--- config.mk ---
export PLATFORM = sky130hd
export DESIGN_NAME = bca_seq
export DESIGN_NICKNAME = d
export VERILOG_FILES = /design/src/rtl/bitmap_contiguous_allocator_macros.svh /design/src/rtl/bca_pkg.sv /design/src/rtl/bca_seq.sv
export SDC_FILE = /design/constraint.sdc
export NUM_CORES = 1
export LEC_CHECK = 0
export BUFFER_PORTS_ARGS = -buffer_cell sky130_fd_sc_hd__buf_4
export CAP_MARGIN = 20
export CORE_ASPECT_RATIO = 0.75
export CORE_MARGIN = 5
export CORE_UTILIZATION = 30
export CTS_CLUSTER_SIZE = 40
export DETAILED_ROUTE_END_ITERATION = 8
export PLACE_DENSITY = 0.54
export RECOVER_POWER = 25
export SYNTH_ARGS = -nofsm -noshare
export SYNTH_HDL_FRONTEND = slang
export SYNTH_SLANG_ARGS = --single-unit
--- constraint.sdc ---
create_clock -name clk_i -period 2.4 [get_ports clk_i]
set_clock_uncertainty 0.05 [all_clocks]
set_input_delay 0.48 -clock clk_i [delete_from_list [all_inputs] [get_ports clk_i]]
set_output_delay 0.48 -clock clk_i [all_outputs]
set_load 0.01 [all_outputs]
--- src/rtl/bitmap_contiguous_allocator_macros.svh ---
// Assertion helpers used by the allocator datapath.
// BCA_ASSERT expects clk_i and rst_ni in the enclosing module; BCA_ASSERT_ALWAYS only clk_i.
`ifndef BITMAP_CONTIGUOUS_ALLOCATOR_MACROS_SVH
`define BITMAP_CONTIGUOUS_ALLOCATOR_MACROS_SVH

// Check on every clock edge outside of reset
`define BCA_ASSERT(lbl, prop, msg) \
  lbl: assert property (@(posedge clk_i) disable iff (!rst_ni) (prop)) else $error(msg);

// Check on every clock edge, reset included
`define BCA_ASSERT_ALWAYS(lbl, prop, msg) \
  lbl: assert property (@(posedge clk_i) (prop)) else $error(msg);

`endif

--- src/rtl/bca_pkg.sv ---
`timescale 1ns / 1ps
`default_nettype none

package bca_pkg;

  // Map geometry: the map is kept as 16-bit segments
  localparam int MAP_BITS = 4096;
  localparam int SEG_BITS = 16;
  localparam int NUM_SEGS = MAP_BITS / SEG_BITS;
  localparam int SEG_AW   = $clog2(NUM_SEGS);
  localparam int BIT_AW   = $clog2(SEG_BITS);

  // Field widths
  localparam int IDX_W = 12;
  localparam int LEN_W = 13;

  localparam logic [LEN_W-1:0] MAP_SIZE    = LEN_W'(MAP_BITS);
  localparam int               CAP_INT     = (MAP_BITS > 8191) ? 8191 : MAP_BITS;
  localparam int               RST_INT     = (MAP_BITS - 1 > 8191) ? 8191 : MAP_BITS - 1;
  localparam logic [LEN_W:0]   TALLY_CAP   = (LEN_W + 1)'(CAP_INT);
  localparam logic [LEN_W-1:0] TALLY_RESET = LEN_W'(RST_INT);

  // Operation codes
  localparam logic FUNC_ALLOC = 1'b0;
  localparam logic FUNC_FREE  = 1'b1;

  // Configuration port
  localparam int   CFG_AW = 3;
  localparam int   CFG_DW = 32;
  localparam logic REG_TOTAL_SIZE = 1'b0;
  localparam logic [LEN_W-1:0] TOTAL_SIZE_RESET = LEN_W'(4096);

  typedef logic [SEG_BITS-1:0] seg_t;

  // Datapath actions, one per microcode step
  typedef enum logic [3:0] {
    ACT_NOP,
    ACT_LATCH,
    ACT_SCAN_INIT,
    ACT_SCAN,
    ACT_FREE_INIT,
    ACT_RMW_INIT,
    ACT_RMW,
    ACT_COMMIT,
    ACT_RESULT
  } act_e;

  // Branch conditions
  typedef enum logic [3:0] {
    COND_NONE,
    COND_NOT_FIRE,
    COND_IS_FREE,
    COND_BAD_ALLOC,
    COND_SCAN_GO,
    COND_NOT_FOUND,
    COND_BAD_FREE,
    COND_RMW_MORE,
    COND_OUT_BUSY
  } cond_e;

  // Program steps
  localparam int STEP_W = 4;
  localparam logic [STEP_W-1:0] STEP_IDLE   = 4'd0;
  localparam logic [STEP_W-1:0] STEP_DISP   = 4'd1;
  localparam logic [STEP_W-1:0] STEP_ACHK   = 4'd2;
  localparam logic [STEP_W-1:0] STEP_SCAN   = 4'd3;
  localparam logic [STEP_W-1:0] STEP_CHKF   = 4'd4;
  localparam logic [STEP_W-1:0] STEP_FCHK   = 4'd5;
  localparam logic [STEP_W-1:0] STEP_RINIT  = 4'd6;
  localparam logic [STEP_W-1:0] STEP_RMW    = 4'd7;
  localparam logic [STEP_W-1:0] STEP_COMMIT = 4'd8;
  localparam logic [STEP_W-1:0] STEP_DONE   = 4'd9;

  typedef struct packed {
    act_e              act;
    cond_e             cond;
    logic [STEP_W-1:0] jmp;
    logic [STEP_W-1:0] nxt;
  } uword_t;

  // Status from the datapath to the sequencer
  typedef struct packed {
    logic fire;
    logic is_free;
    logic bad_alloc;
    logic bad_free;
    logic scan_go;
    logic found;
    logic rmw_more;
    logic out_busy;
  } dp_flags_t;

  // Control store: jump to jmp when cond holds, else go to nxt
  function automatic uword_t ucode_rom(input logic [STEP_W-1:0] pc);
    uword_t w;
    case (pc)
      STEP_IDLE:   w = '{act: ACT_LATCH,     cond: COND_NOT_FIRE,  jmp: STEP_IDLE,
                         nxt: STEP_DISP};
      STEP_DISP:   w = '{act: ACT_NOP,       cond: COND_IS_FREE,   jmp: STEP_FCHK,
                         nxt: STEP_ACHK};
      STEP_ACHK:   w = '{act: ACT_SCAN_INIT, cond: COND_BAD_ALLOC, jmp: STEP_DONE,
                         nxt: STEP_SCAN};
      STEP_SCAN:   w = '{act: ACT_SCAN,      cond: COND_SCAN_GO,   jmp: STEP_SCAN,
                         nxt: STEP_CHKF};
      STEP_CHKF:   w = '{act: ACT_NOP,       cond: COND_NOT_FOUND, jmp: STEP_DONE,
                         nxt: STEP_RINIT};
      STEP_FCHK:   w = '{act: ACT_FREE_INIT, cond: COND_BAD_FREE,  jmp: STEP_DONE,
                         nxt: STEP_RINIT};
      STEP_RINIT:  w = '{act: ACT_RMW_INIT,  cond: COND_NONE,      jmp: STEP_IDLE,
                         nxt: STEP_RMW};
      STEP_RMW:    w = '{act: ACT_RMW,       cond: COND_RMW_MORE,  jmp: STEP_RMW,
                         nxt: STEP_COMMIT};
      STEP_COMMIT: w = '{act: ACT_COMMIT,    cond: COND_NONE,      jmp: STEP_IDLE,
                         nxt: STEP_DONE};
      STEP_DONE:   w = '{act: ACT_RESULT,    cond: COND_OUT_BUSY,  jmp: STEP_DONE,
                         nxt: STEP_IDLE};
      default:     w = '{act: ACT_NOP,       cond: COND_NONE,      jmp: STEP_IDLE,
                         nxt: STEP_IDLE};
    endcase
    return w;
  endfunction

  // Segment contents after reset: unit 0 reserved, all others free
  function automatic seg_t seg_reset(input logic [SEG_AW-1:0] seg);
    seg_t w;
    w = '1;
    if (seg == '0) begin
      w[0] = 1'b0;
    end
    return w;
  endfunction

endpackage

`default_nettype wire

--- src/rtl/bca_seq.sv ---
`timescale 1ns / 1ps
`default_nettype none

module bca_seq (
  input  logic                clk_i,
  input  logic                rst_ni,
  input  bca_pkg::dp_flags_t  flags_i,
  output bca_pkg::act_e       act_o
);

  logic [bca_pkg::STEP_W-1:0] pc_q, pc_d;
  bca_pkg::uword_t            uw;
  logic                       take;

  // Fetch the control word of the current step
  assign uw    = bca_pkg::ucode_rom(pc_q);
  assign act_o = uw.act;

  // Evaluate the branch condition
  always_comb begin
    case (uw.cond)
      bca_pkg::COND_NONE:      take = 1'b0;
      bca_pkg::COND_NOT_FIRE:  take = !flags_i.fire;
      bca_pkg::COND_IS_FREE:   take = flags_i.is_free;
      bca_pkg::COND_BAD_ALLOC: take = flags_i.bad_alloc;
      bca_pkg::COND_SCAN_GO:   take = flags_i.scan_go;
      bca_pkg::COND_NOT_FOUND: take = !flags_i.found;
      bca_pkg::COND_BAD_FREE:  take = flags_i.bad_free;
      bca_pkg::COND_RMW_MORE:  take = flags_i.rmw_more;
      bca_pkg::COND_OUT_BUSY:  take = flags_i.out_busy;
      default:                 take = 1'b0;
    endcase
  end

  assign pc_d = take ? uw.jmp : uw.nxt;

  // Advance the step counter
  always_ff @(posedge clk_i or negedge rst_ni) begin
    if (!rst_ni) begin
      pc_q <= bca_pkg::STEP_IDLE;
    end else begin
      pc_q <= pc_d;
    end
  end

endmodule

`default_nettype wire

Word-level counts from Yosys, hierarchy flattened

Memories as Yosys holds them, arrays and structs flattened.
Index checks and enable logic that the tools add are counted.

Register bits after elaboration: 4
Memories kept: 1
Logic and storage cells: 14
ROM bits: 256

Memory list:

| name            | depth | width | rd ports | clocked after Yosys merged registers in | write ports | RTL line      | source |
|---|---|---|---|---|---|---|---|
| (no name shown) | 16    | 16    | 1        | 0                                       | 0           | bca_pkg.sv:96 | `case (pc)` |

Equality and inequality tests: 8
Reductions and logical operators: 2
Multiplexer cells: 2

Operators by type and width:

| kind               | count |
|---|---|
| $eq 4x3->1 const B | 4 |
| $eq 4x2->1 const B | 2 |
| $pmux 1 s8         | 1 |
| $eq 4x1->1 const B | 1 |
| $eq 4x4->1 const B | 1 |
| $mux 4             | 1 |
| $logic_not 1->1    | 2 |

Logic depth before layout (Yosys ltp)

Gate-level depths: netlist (run 1).
An unclocked memory read counts as a cell.

Depth after elaboration: 4
Gate-level depth with buffers: 8

Least setup slack after synthesis (run 1)

No wires, ideal clock.

Kind: register -> register
From: reg pc_q[0] in the netlist's numbering
To: reg pc_q[1] in the netlist's numbering
Setup time: 0.128 ns
Slack: 0.181 ns
Required time: 2.222 ns
Cell stages (with the launch flop): 8
Data arrival time: 2.041 ns
Period minus slack after synthesis: 2.219 ns
Cell sequence: dfrtp_1 > inv_1 > ha_1 > clkbuf_2 > and4bb_2 > o211ai_1 > nand4_2 > o311a_2

Word-level cells in the longest chain between the ends: 4
Elaborated cells on any way between the ends: 11

Ends and longest elaborated chain:

| what                               | RTL line      | source |
|---|---|---|
| start, declared                    | bca_seq.sv:11 | `logic [bca_pkg::STEP_W-1:0] pc_q, pc_d;` |
| start signal, assigned             | bca_seq.sv:40 | `pc_q <= bca_pkg::STEP_IDLE;` |
| start signal, assigned             | bca_seq.sv:42 | `pc_q <= pc_d;` |
| $mem_v2 16x16 (*)                  | n/a           |  |
| $eq 4x4->1 (tied with other cells) | bca_seq.sv:21 | `case (uw.cond)` |
| $pmux 1 s8                         | bca_seq.sv:21 |  |
| $mux 4 (*)                         | bca_seq.sv:35 | `assign pc_d = take ? uw.jmp : uw.nxt;` |
| via pc_d (one bit)                 | bca_seq.sv:11 |  |

The timed path passes the listed nets; every way through them passes the cells marked *.

Final worst setup path (run 1)

From: reg pc_q[1] in the netlist's numbering
To: reg pc_q[0] in the netlist's numbering

The elaborated chain is that of the path after synthesis.

==> impl_metrics.ini, run 1 <==
[timing]
period_share = 0.9075
final-max-slew-violation-count = 0
final-hold-violation-count = 0
layout_min_cycle_time_ns = 2.178
max_freq_ghz = 0.4591
fin_tns_setup_ns = 0
rsz0062_at_grt = false
slew-limit-headroom = 0.7111
worst-slew-pin-transition_ns = 0.4333
report.final.setup_viol = 0

[clocking]
cts.htree.levels = 1
ctsRootBufferMaster = clkbuf_4
cts.clk_slew.worst_paths_ns = 0.04
clock_insertion_delay_worst_skew_ns = 0.24
cts_tree = yes
cts.sink_count = 4
numCtsBuffers = 3
number_of_buffers_inserted_by_post_cts_setup_repair = 0
hold_buffers = 1
cts_resized = 0
cts_max_path_buffers = 2

[placement]
detailed_place.area_um2 = 720.7
place.gp.congestion = 0.8103
dp.final_hpwl_mm = 1.121
numPlacedInstances = 102
placement.io_buffers = 13

[drt]
route.detailed.vias_per_inst = 5.283
wire_per_inst_um = 13.34
drc_errors = 0
totalWireLength_mm = 1.414
drt.antenna.violating_nets = 0
drt_iter0_markers = 7
detailroute.via_count = 560
drt_first_pass_iters = 4

[die]
core_area_um2 = 1789
die-area_um2 = 2950
die_height_um = 48.30
floorplan.initialDensity = 0.3280
die_w_um = 61.07
boundaryPins = 14
row_count = 13

[job]
max-cap-violations = 0

[power]
max_ir_drop_vdd_mv = 0.7267
power.leakage_nw = 0.3538
power_density_over_cell_area_nw_per_um2 = 1463

[logic_synthesis]
synth.yosys.seq_area_share = 0.1706
synth-seq-cells = 4
synth.yosys.warnings = 0
post_synth_inst_count = 66
post_synth_num_cell_types = 34
post_synth_net_total = 83
post_synth.cell_area_avg_um2 = 8.891
synthesized_cell_area_um2 = 586.8

[layout]
largest_registers = pc_q (4)
layout_common_cells = 17 x buf_4, 7 x ha_1, 6 x nor2_1
register_area_um2 = 100.1
antenna-diode-count = 0
largest_reg_flops = 4
mostFrequentLayoutCell = buf_4
fillCellCount = 194
max_flop_register = pc_q
proportion_of_layout_cells_with_a_drive_suffix_above_1 = 0.3571
final_nets = 103
syn_to_final_growth_pct = 27.72
utilization_after_layout = 0.4189
layout.cells.non_filler = 106
area_occupied_by_multi_input_gates_um2 = 439.2
layout.cell_area.non_filler_um2 = 749.5

[worst_setup_path]
worst-endpoint-arrival_ns = 2.28
critical_path.endpoint_type = register
worstPathRequired_ns = 2.50
timing.setup.critical_path_class = register to register
crit_fanout = 9
crit_path_start_kind = register

[worst_hold_path]
worst_hold_path_type = input port to async pin

[global_route]
antenna_violations_before_repair = 0
globalRouteOverflowTotal = 0
grt_max_degree = 15
wire_length_of_the_first_global_routing_pass_mm = 2.346
globalRouteTotalUtil = 0.1022
first_global_vias = 511

[status]
status = completed
## routing by layer
layer | vias to the layer above | track usage | part of all wire
met1 | 271 | 0.1525 | 0.52
met5 | - | 0 | 0
met3 | 0 | 0.03439 | 0.030
met2 | 6 | 0.1391 | 0.45
li1 | 283 | - | -
met4 | 0 | 0.02166 | 0
## path summary, 6_finish.rpt
check                      cells after the start       to    start  slack (ns)
max                                            7  pc_q[0]  pc_q[1]        0.22
min                                            2  pc_q[1]   rst_ni        0.56
max reg2reg                                    7  pc_q[0]  pc_q[1]        0.22
min reg2reg                                    1  pc_q[2]  pc_q[3]        0.64
max in group asynchronous                      2  pc_q[0]   rst_ni        1.55
min in group clk_i                             1  pc_q[2]  pc_q[3]        0.64
## synthesized netlist by cell type, drive strengths merged
master	number	share of area
ha	7	0.15
o311a	1	0.019
a31oi	2	0.047
xnor2	1	0.015
and4bb	3	0.064
or3	1	0.011
and2	2	0.021
o21bai	1	0.013
mux2i	2	0.034
a21boi	1	0.013
a21o	1	0.013
a221oi	1	0.026
o31ai	3	0.038
and3b	1	0.017
dfrtp	4	0.17
o211ai	1	0.013
buf	3	0.041
nand2	4	0.026
nor2	6	0.038
a22oi	1	0.013
and4	1	0.019
clkbuf	1	0.0085
o221ai	1	0.015
a2111o	1	0.019
o21ai	6	0.058
nor2b	1	0.011
inv	5	0.032
o21a	2	0.026
nand4	2	0.032
## layout make-up
cell class,count,area share
Multi-Input combinational cell,53,0.5860
Sequential cell,4,0.1336
Inverter,5,0.02504
Tap cell,22,0.03673
Timing Repair Buffer,19,0.1886
Clock buffer,3,0.03005
## through the flow
step,power (mW),hold slack (ns),setup WS [ns]
CTS,1.109,0.5255,0.2202
global placement,1.020,0.2320,0.2331
finish,1.097,0.5587,0.2219
floorplan,0.7884,0.1344,0.1809
global route,1.202,0.5738,0.06761
detailed placement,1.012,0.2315,0.2403
## cell families after synthesis
logic type / after synthesis / synth area share
AND/OR/NAND/NOR: 21 / 0.2388
XOR/XNOR: 1 / 0.01493
buffers and inverters: 9 / 0.08101
multiplexers: 2 / 0.03412
flip-flops: 4 / 0.1706
adder cells (fa/ha/maj): 7 / 0.1492
AO/OA/AOI/OAI: 22 / 0.3113
## report_power, final
group          leakage, nW  switching [mW]  internal, mW
Combinational        0.290           0.434         0.421
Clock               0.0138          0.0302        0.0561
Sequential          0.0497          0.0516         0.104
## critical path: stages, from the launching register on
cell and delay [ns]:
dfrtp_1 0.34, inv_1 0.09, ha_1 0.44, and4bb_2 0.27
o211ai_1 0.23, nand4_2 0.18, nor2_1 0.26, mux2i_1 0.23
(Power assumes the default switching activity.)
==> run 2: changes to the inputs <==
RECOVER_POWER = 100   (was 25)
==> run 2 against run 1 <==
Against the previous run:
- sequential cell count did not move
- worst hold slack about the same
- setup slack gained 0.0098 ns
- die area unchanged
- clock power about the same
- routed wire length fell by 0.64%
- via count shrank 0.71%
- first-iteration DRC count unchanged
- highest routed layer unchanged
==> impl_metrics.ini, run 2 (same netlist as run 1, synthesis figures left out) <==
[die]
die_height_um = 48.30
core_area_um2 = 1789
die_w_um = 61.07
row_count = 13
floorplan.initialDensity = 0.3280
die-area_um2 = 2950
boundaryPins = 14

[power]
power_density_over_cell_area_nw_per_um2 = 1427
max_ir_drop_vdd_mv = 0.7196
total_power_mw = 1.052
power.leakage_nw = 0.3412

[timing]
period_share = 0.9034
final-max-slew-violation-count = 0
rsz0062_at_grt = false
final-hold-violation-count = 0
layout_min_cycle_time_ns = 2.168
whs_ns = 0.5587
report.final.setup_viol = 0
worst-slew-pin-transition_ns = 0.4212
slew-limit-headroom = 0.7192
fin_tns_setup_ns = 0
max_freq_ghz = 0.4612

[layout]
max_flop_register = pc_q
largest_registers = pc_q (4)
proportion_of_layout_cells_with_a_drive_suffix_above_1 = 0.3214
final_nets = 103
layout_common_cells = 14 x buf_4, 7 x ha_1, 6 x nor2_1
mostFrequentLayoutCell = buf_4
layout.cell_area.non_filler_um2 = 737.0
fillCellCount = 199
antenna-diode-count = 0
syn_to_final_growth_pct = 25.59
largest_reg_flops = 4

[clocking]
cts_tree = yes
cts_max_path_buffers = 2
hold_buffers = 1
cts_resized = 0
numCtsBuffers = 3
cts.sink_count = 4
cts.clk_slew.worst_paths_ns = 0.04
cts.htree.levels = 1
ctsRootBufferMaster = clkbuf_4
clock_insertion_delay_worst_skew_ns = 0.24
number_of_buffers_inserted_by_post_cts_setup_repair = 0

[placement]
placement.io_buffers = 13
detailed_place.area_um2 = 720.7
dp.final_hpwl_mm = 1.121
place.gp.congestion = 0.8103

[global_route]
globalRouteOverflowTotal = 0
antenna_violations_before_repair = 0
wire_length_of_the_first_global_routing_pass_mm = 2.346
first_global_vias = 511
grt_max_degree = 15
globalRouteTotalUtil = 0.1022

[worst_setup_path]
setup.worst_path.start = pc_q[1]
worst-endpoint-arrival_ns = 2.27
critPathSlowestCell = ha_1
regToRegStartpoint = pc_q[1]
timing.setup.critical_path_class = register to register
crit_path_start_kind = register
timing.critical_path.slowest_cell_delay_ns = 0.44
critical_path.endpoint_type = register
worstPathBufferInverterCount = 1
crit_fanout = 9
worstPathRequired_ns = 2.50
cpLargestDelayFamily = simple AND/OR/NAND/NOR gates
timing.critical_path.cells = inv_1 > ha_1 > and4bb_2 > o211ai_1 > and4_1 > a31oi_4 > a221oi_2

[drt]
drt.antenna.violating_nets = 0
drc_errors = 0
route.detailed.vias_per_inst = 5.245
totalWireLength_mm = 1.405
wire_per_inst_um = 13.25
drt_first_pass_iters = 4
detailroute.via_count = 556
drt_iter0_markers = 7

[job]
max-cap-violations = 0

[status]
status = completed

[worst_hold_path]
worst_hold_path_type = input port to async pin
run 2: changes by cell type in the layout (fill, tap and decap cells not counted):
| cell | change |
|---|---|
| and2_0 | +1 |
| and2_1 | -1 |
| and4_1 | +1 |
| and4_4 | -1 |
| buf_4 | -3 |
| clkbuf_1 | +2 |
| clkbuf_2 | +1 |
run 2: through the flow:
step / std cells / worst slack (ns) / util
2_1_floorplan: 66 / 0.1809 / -
6_report: 106 / 0.2317 / 0.4119
5_1_grt: 106 / 0.08430 / 0.4119
3_5_place_dp: 102 / 0.2403 / 0.4028
4_1_cts: 106 / 0.2202 / 0.4210
3_3_place_gp: 102 / 0.2331 / 0.4028
run 2: path summary, 6_finish.rpt:
| check | cells past startpoint | slack (ns) | to |
|---|---|---|---|
| min in group clk_i | 1 | 0.64 | pc_q[2] |
| hold / removal | 2 | 0.56 | pc_q[1] |
| hold reg to reg | 1 | 0.64 | pc_q[2] |
| setup / recovery | 7 | 0.23 | pc_q[2] |
| max in group asynchronous | 2 | 1.55 | pc_q[0] |
| setup reg to reg | 7 | 0.23 | pc_q[2] |
run 2: cell type report:
cell class	count	area [µm²]	share of cell area
flip-flops and latches	4	100.1	0.1358
inverters	5	18.77	0.02547
multi-input cells	53	436.7	0.5925
repair buffers	19	131.4	0.1783
clock buffers	3	22.52	0.03056
well taps	22	27.53	0.03735
run 2: metal layers:
layer / wire [µm] / share of wire / track usage / vias to the layer above
met5: 0 / 0 / 0 / -
met4: 0 / 0 / 0.02166 / 0
met3: 41 / 0.029 / 0.03439 / 0
met2: 621 / 0.44 / 0.1391 / 6
met1: 742 / 0.53 / 0.1525 / 267
li1: - / - / - / 283
run 2: worst reg2reg max path, delay by kind of cell, from the launching register on:
kind | cells | cell delay, ns
AO/OA/AOI/OAI | 3 | 0.58
adder cells (fa/ha/maj) | 1 | 0.44
buffers and inverters | 1 | 0.10
flip-flops | 1 | 0.34
AND/OR/NAND/NOR | 2 | 0.59
run 2: report_power, final:
part           switching (mW)  total, mW  internal (mW)
registers              0.0510      0.155          0.104
clock network          0.0304     0.0866         0.0561
logic                   0.432      0.811          0.379
total                   0.513       1.05          0.538
